$ cat src/rtl/wea_pkg.sv
// Shared types, constants and the log2 table generator for the weighted entropy accumulator.
// No dependencies.
package wea_pkg;

    localparam int unsigned WEA_FRAC_BITS     = 16;
    localparam int unsigned WEA_LOG_ADDR_BITS = 8;

    localparam logic [32:0] WEA_PEND_MAX = {33{1'b1}};
    localparam logic [47:0] WEA_SUM_MAX  = {48{1'b1}};
    localparam logic [21:0] WEA_ENT_MAX  = {22{1'b1}};

    typedef struct packed {
        logic [30:0] entry_key;
        logic [31:0] entry_weight;
        logic        last_entry;
    } wea_in_t;

    typedef struct packed {
        logic [21:0] entropy_bits;
        logic [47:0] total_weight;
        logic        overflow;
    } wea_out_t;

    // log2(1 + i/2^a) in Q2.30 by bit-serial squaring of a Q1.31 mantissa
    function automatic logic [31:0] wea_rom_value(input int unsigned i, input int unsigned a);
        logic [63:0] m;
        logic [31:0] r;
        r = '0;
        if (i >= (32'd1 << a)) begin
            return 32'h4000_0000;
        end
        m = 64'h8000_0000 + (64'(i) << (31 - a));
        for (int j = 29; j >= 0; j--) begin
            m = (m * m) >> 31;
            if (m >= 64'h1_0000_0000) begin
                r[j] = 1'b1;
                m = m >> 1;
            end
        end
        return r;
    endfunction

endpackage

$ cat src/rtl/wea_divider.sv
// Restoring divider, one quotient bit per cycle: 64-bit dividend by 48-bit divisor.
// Depends on wea_pkg.
module wea_divider (
    input  logic        aclk,
    input  logic        aresetn,
    input  logic        start,
    input  logic [63:0] dividend,
    input  logic [47:0] divisor,
    output logic        done,
    output logic [63:0] quotient
);
    import wea_pkg::*;

    logic        busy_reg;
    logic [6:0]  cnt_reg;
    logic [48:0] rem_reg;
    logic [63:0] quo_reg;
    logic [47:0] dsr_reg;
    logic        done_reg;
    logic [49:0] trial;
    logic [49:0] diffv;

    always_comb begin
        trial = {rem_reg, quo_reg[63]};
        diffv = trial - {2'b0, dsr_reg};
    end

    always_ff @(posedge aclk) begin
        if (!aresetn) begin
            busy_reg <= 1'b0;
            done_reg <= 1'b0;
            cnt_reg  <= '0;
        end else begin
            done_reg <= busy_reg && (cnt_reg == 7'd63);
            if (start && !busy_reg) begin
                busy_reg <= 1'b1;
                cnt_reg  <= '0;
                rem_reg  <= '0;
                quo_reg  <= dividend;
                dsr_reg  <= divisor;
            end else if (busy_reg) begin
                if (!diffv[49]) begin
                    rem_reg <= diffv[48:0];
                    quo_reg <= {quo_reg[62:0], 1'b1};
                end else begin
                    rem_reg <= trial[48:0];
                    quo_reg <= {quo_reg[62:0], 1'b0};
                end
                cnt_reg <= cnt_reg + 1'b1;
                if (cnt_reg == 7'd63) begin
                    busy_reg <= 1'b0;
                end
            end
        end
    end

    assign done     = done_reg;
    assign quotient = quo_reg;

endmodule

$ cat config.mk
export PLATFORM = sky130hd
export DESIGN_NAME = wea_divider
export DESIGN_NICKNAME = d
export VERILOG_FILES = /design/src/rtl/wea_pkg.sv /design/src/rtl/wea_divider.sv
export SDC_FILE = /design/constraint.sdc
export NUM_CORES = 1
export LEC_CHECK = 0
export ABC_AREA = 1
export BUFFER_PORTS_ARGS = -buffer_cell sky130_fd_sc_hd__clkbuf_2
export CAP_MARGIN = 0
export CORE_MARGIN = 8
export CORE_UTILIZATION = 52
export DETAILED_ROUTE_END_ITERATION = 7
export PLACE_DENSITY = 0.75
export SETUP_SLACK_MARGIN = 0.4
export SYNTH_ARGS = -nofsm -noshare
export SYNTH_HDL_FRONTEND = slang
export SYNTH_SLANG_ARGS = --single-unit
$ cat constraint.sdc
create_clock -name aclk -period 6 [get_ports aclk]
set_input_delay 0.3 -clock aclk [delete_from_list [all_inputs] [get_ports aclk]]
set_output_delay 0.3 -clock aclk [all_outputs]
set_load 0.02 [all_outputs]
Word-level counts from Yosys, hierarchy flattened --
Cells that the tools add are included.
Operators by class: muxes and demuxes 8, bitwise operators 1, $lt $le $gt $ge 0, shifts and indexed selects 0, equality and inequality tests 1, div/mod/pow operators 0, add/subtract/negate cells 2, reduce and logical (&&, ||, !) cells 7, multiply operators 0
Operators with widths (number):
- 64-bit 2-to-1 mux | 2
- 49-bit 2-to-1 mux | 2
- 50-bit by 48-bit subtractor with 50-bit output | 1
- 7-bit by 1-bit adder with 7-bit output (second input constant) | 1
- 7-bit by 6-bit equality test with 1-bit output (second input constant) | 1
- 1-bit 2-to-1 mux | 4
- 2-bit AND reduction | 2
- 1-bit logical AND | 2
- 2-bit nonzero test | 1
- 2-bit OR reduction | 1
- 1-bit zero test | 1
- 1-bit inverter | 1
Storage, ports and cells: memories 0, bits in read-only memories 0, memory bits (writable) 0, bits of input ports 115, output and inout port bits 65, logic and storage cells 25, bits in latches 0, bits in registers 170

Longest topological paths before layout --
depth after elaboration 4, depth in mapped cells 18, mapped depth without buffers 17

Worst setup path after synthesis --
OpenSTA, ideal clock, no wires.
path kind flip-flop to flip-flop, from register busy_reg, to register quo_reg[0], in the netlist quotient[0], enable pin, period minus slack after synthesis 5.760 ns, buffers on the path 0, path slack 0.240 ns, arrival time 5.174 ns, data required time 5.414 ns, library setup time 0.586 ns, stages on the path, launching flop included 3, cells stage by stage dfxtp_1 -> nor2_1 -> nor2_1
On the way: cells in the longest elaborated chain, start to end 4
Ends and longest elaborated chain:
- start, declared | line wea_divider.sv:14 | logic busy_reg;
- start signal, assigned | line wea_divider.sv:30 | busy_reg <= 1'b0;
- start signal, assigned | line wea_divider.sv:36 | busy_reg <= 1'b1;
- start signal, assigned | line wea_divider.sv:51 | busy_reg <= 1'b0;
- 1-bit zero test | line wea_divider.sv:35 | if (start && !busy_reg) begin
- 1-bit logical AND | line wea_divider.sv:35
- 2-bit nonzero test (no source line) *
- 2-bit AND reduction (no source line) *
- end signal, assigned | line wea_divider.sv:39 | quo_reg <= dividend;
- end signal, assigned | line wea_divider.sv:44 | quo_reg <= {quo_reg[62:0], 1'b1};
- end signal, assigned | line wea_divider.sv:47 | quo_reg <= {quo_reg[62:0], 1'b0};
- end, declared | line wea_divider.sv:17 | logic [63:0] quo_reg;
Mark *: on every way between the ends. The rest lies on a longest branch, timed or not. A chain may end at the register's enable or synchronous reset.

Worst setup path in the final report --
from register rem_reg[44], to register rem_reg[21], data pin
On the way: cells in the longest elaborated chain, start to end 3
Ends and longest elaborated chain:
- start, declared | line wea_divider.sv:16 | logic [48:0] rem_reg;
- start signal, assigned | line wea_divider.sv:43 | rem_reg <= diffv[48:0];
- start signal, assigned | line wea_divider.sv:46 | rem_reg <= trial[48:0];
- 50-bit by 48-bit subtractor with 50-bit output | line wea_divider.sv:25 | diffv = trial - {2'b0, dsr_reg};
- 49-bit 2-to-1 mux | line wea_divider.sv:42 | if (!diffv[49]) begin
- 49-bit 2-to-1 mux | line wea_divider.sv:41 | end else if (busy_reg) begin
No other way between the ends. The select of a mux whose other input is x is not followed.

==> flow_summary.ini <==
[clocking]
post-cts-setup-buffers = 0
h-tree-depth = 4
clk_path_buf_depth = 2
cts_resized = 0
cts_tree = yes
cts_root_buffer = clkbuf_16
worstSkewPairLatency_ns = 0.44
clk_pin_slew_ns = 0.08
clock-sinks = 170
cts_inserted_buffers = 17
postCtsHoldBufs = 0

[timing]
clock_skew_ns = 0.0150
min_period_ns = 2.67
fmax_ghz = 0.374
tightest_slew_ns = 0.824
holdWs_ns = 0.0350
post-route-period-util_pct = 44.5
tns_ns = 0
hold_viol = 0
slew_viol_final = 0
maxSlewHeadroom_pct = 45.1
rsz0062_at_grt = false
finalSetupViolations = 0

[layout]
drive_above_1_share_pct = 19.0
area_delta_synth_final_pct = 15.5
antenna_cells = 0
final_cell_mix = nand2_1 (481), inv_1 (262), nor2_1 (185)
nets = 1776
layout_commonest_cell = nand2_1
largest_reg_flops = 64

[synthesis]
netlist-cell-type-count = 37
synthFlopType = edfxtp_1
ys_ff_latch = 170
synth_warnings = 0
async_flop_share_pct = 0
ys_seq_area_share_pct = 44.5
netlist_instances = 1431
synth-edff-count = 161
avgSynthCellArea_um2 = 7.87
syn_nets = 1596
syn_area_um2 = 11300

[routing]
dr.pass1.iters = 5
drt_iter0_markers = 609
wl_met3_um = 2590
wl_per_cell_um = 16.0
via_count = 9511
ant_nets = 0
viasPerCell = 5.00
route.top_layer_used = met4
drt-met1-wl_um = 13200
wl_met2_um = 14100
routed_wl_um = 30500
drcViolationCount = 0

[pwr]
p_int_mw = 2.34
swShare_pct = 35.2
ir_worst_vdd_uv = 177
netSwitchingPower_mw = 1.27
combPwrFrac_pct = 27.8
power.density_nw_per_um2 = 278
clockPowerShare_pct = 31.4
p_seq_share_pct = 40.8
power_leakage_nw = 6.63

[run_status]
outcome = complete, no violations

[floorplanning]
ios = 180
start_util_pct = 52.3
die_w_um = 163
dieArea_um2 = 26600
core-area_um2 = 21600
die_y_um = 163
rows = 54

[worst_hold_path]
holdPathStages = 1
hold_class = primary input to flop
whs_endpoint = dsr_reg[32]
hold_start = divisor[32]

[setup_path]
worstSetupEndpointType = flop
r2r_slack_ns = 3.33
critPathKind = flop to flop
worstPathArrival_ns = 2.86
r2r-end = rem_reg[21]
cp-start-kind = flop
rr_startpoint = rem_reg[44]
worstPathRequired_ns = 6.19
worstPathMaxFanout = 63
rr_worst_depth = 12

[global_route]
grt_overflow = 0
antenna_found_initial = 0
grt_max_degree = 65
globalRouteTotalUtil_pct = 23.4
grt_pass1_vias = 9709
grt_pass1_wl_um = 49000

[place]
portBuffers = 179
dpl.hpwl_um = 23900
routabilityCongestion = 0.960

[job]
max-cap-violations = 0
==> Yosys cell counts, drive strengths merged, types with 9 or more instances <==
| library cell | count | share of area (%) |
|---|---|---|
| a21oi | 41 | 1.9 |
| buf | 19 | 1.3 |
| dfxtp | 9 | 1.6 |
| edfxtp | 161 | 43 |
| ha | 49 | 5.4 |
| inv | 267 | 8.9 |
| mux2 | 63 | 6.3 |
| nand2 | 489 | 17 |
| nand3 | 37 | 1.8 |
| nand3b | 13 | 0.87 |
| nand4 | 11 | 0.61 |
| nor2 | 194 | 6.7 |
| nor3 | 15 | 0.76 |
| o21bai | 10 | 0.67 |
| xor2 | 29 | 2.3 |
==> cell type report <==
| cell class | instances | area (µm²) |
|---|---|---|
| Fill cell | 1924 | 8550 |
| Clock buffer | 18 | 429 |
| Clock inverter | 14 | 170 |
| Inverter | 267 | 1000 |
| Multi-Input combinational cell | 972 | 5110 |
| Timing Repair Buffer | 183 | 926 |
| Sequential cell | 170 | 5010 |
| Tap cell | 280 | 350 |
==> cell families (layout without fill, tap and decap cells) <==
logic type	Yosys count	after routing	synth area share (%)
compound gates	61	61	3.02
xor+xnor	31	31	2.41
fa+ha+maj	50	50	5.62
buf+inv	289	482	10.3
flops	170	170	44.5
mux	63	63	6.30
simple gates	767	767	27.9
==> per-layer routing <==
layer,vias up,GRT usage [%]
met5,-,0
met4,0,7.05
met3,36,6.68
met2,335,38.4
met1,4307,29.4
li1,4833,-
==> worst max path at each step <==
stage	from	endpoint	cells past startpoint
finish	rem_reg[44]	rem_reg[21]	12
global route	rem_reg[30]	rem_reg[20]	13
CTS	rem_reg[7]	rem_reg[21]	15
detailed placement	rem_reg[7]	rem_reg[27]	15
global placement	rem_reg[44]	rem_reg[17]	12
floorplan	busy_reg	quotient[0]	2
==> per-stage QoR <==
| step | setup slack, ns | utilization (%) | cell area [µm²] | cells | total power [mW] |
|---|---|---|---|---|---|
| 3_3_place_gp | 3.40 | 57.6 | 12400 | 1872 | 2.48 |
| 4_1_cts | 3.35 | 60.4 | 13000 | 1904 | 3.63 |
| 6_report | 3.33 | 60.4 | 13000 | 1904 | 3.62 |
| 5_1_grt | 3.08 | 60.4 | 13000 | 1904 | 3.81 |
| 2_1_floorplan | 2.15 | - | 11300 | 1431 | 2.24 |
| 3_5_place_dp | 3.36 | 57.6 | 12400 | 1872 | 2.50 |
==> power groups by stage <==
| stage | Sequential (mW) | Combinational (mW) | Clock, mW |
|---|---|---|---|
| after floorplan | 1.53 | 0.712 | 0 |
| after global placement | 1.50 | 0.983 | 0 |
| after detailed placement | 1.50 | 0.998 | 0 |
| after CTS | 1.48 | 1.00 | 1.16 |
| after global routing | 1.48 | 1.14 | 1.19 |
| final | 1.48 | 1.01 | 1.14 |
==> critical path, cell delays in order, from the launching register on <==
cell and delay [ns]:
edfxtp_1 0.42, ha_1 0.43, nand2_1 0.16, nor3_2 0.20, nand2_1 0.16, nor3_2 0.21
nand2_2 0.11, nand3_2 0.09, nand2_2 0.09, nand2_8 0.27, nand2_1 0.10, nand2_1 0.08
nor2_1 0.05
No activity file was read; power rests on OpenSTA's default activity.
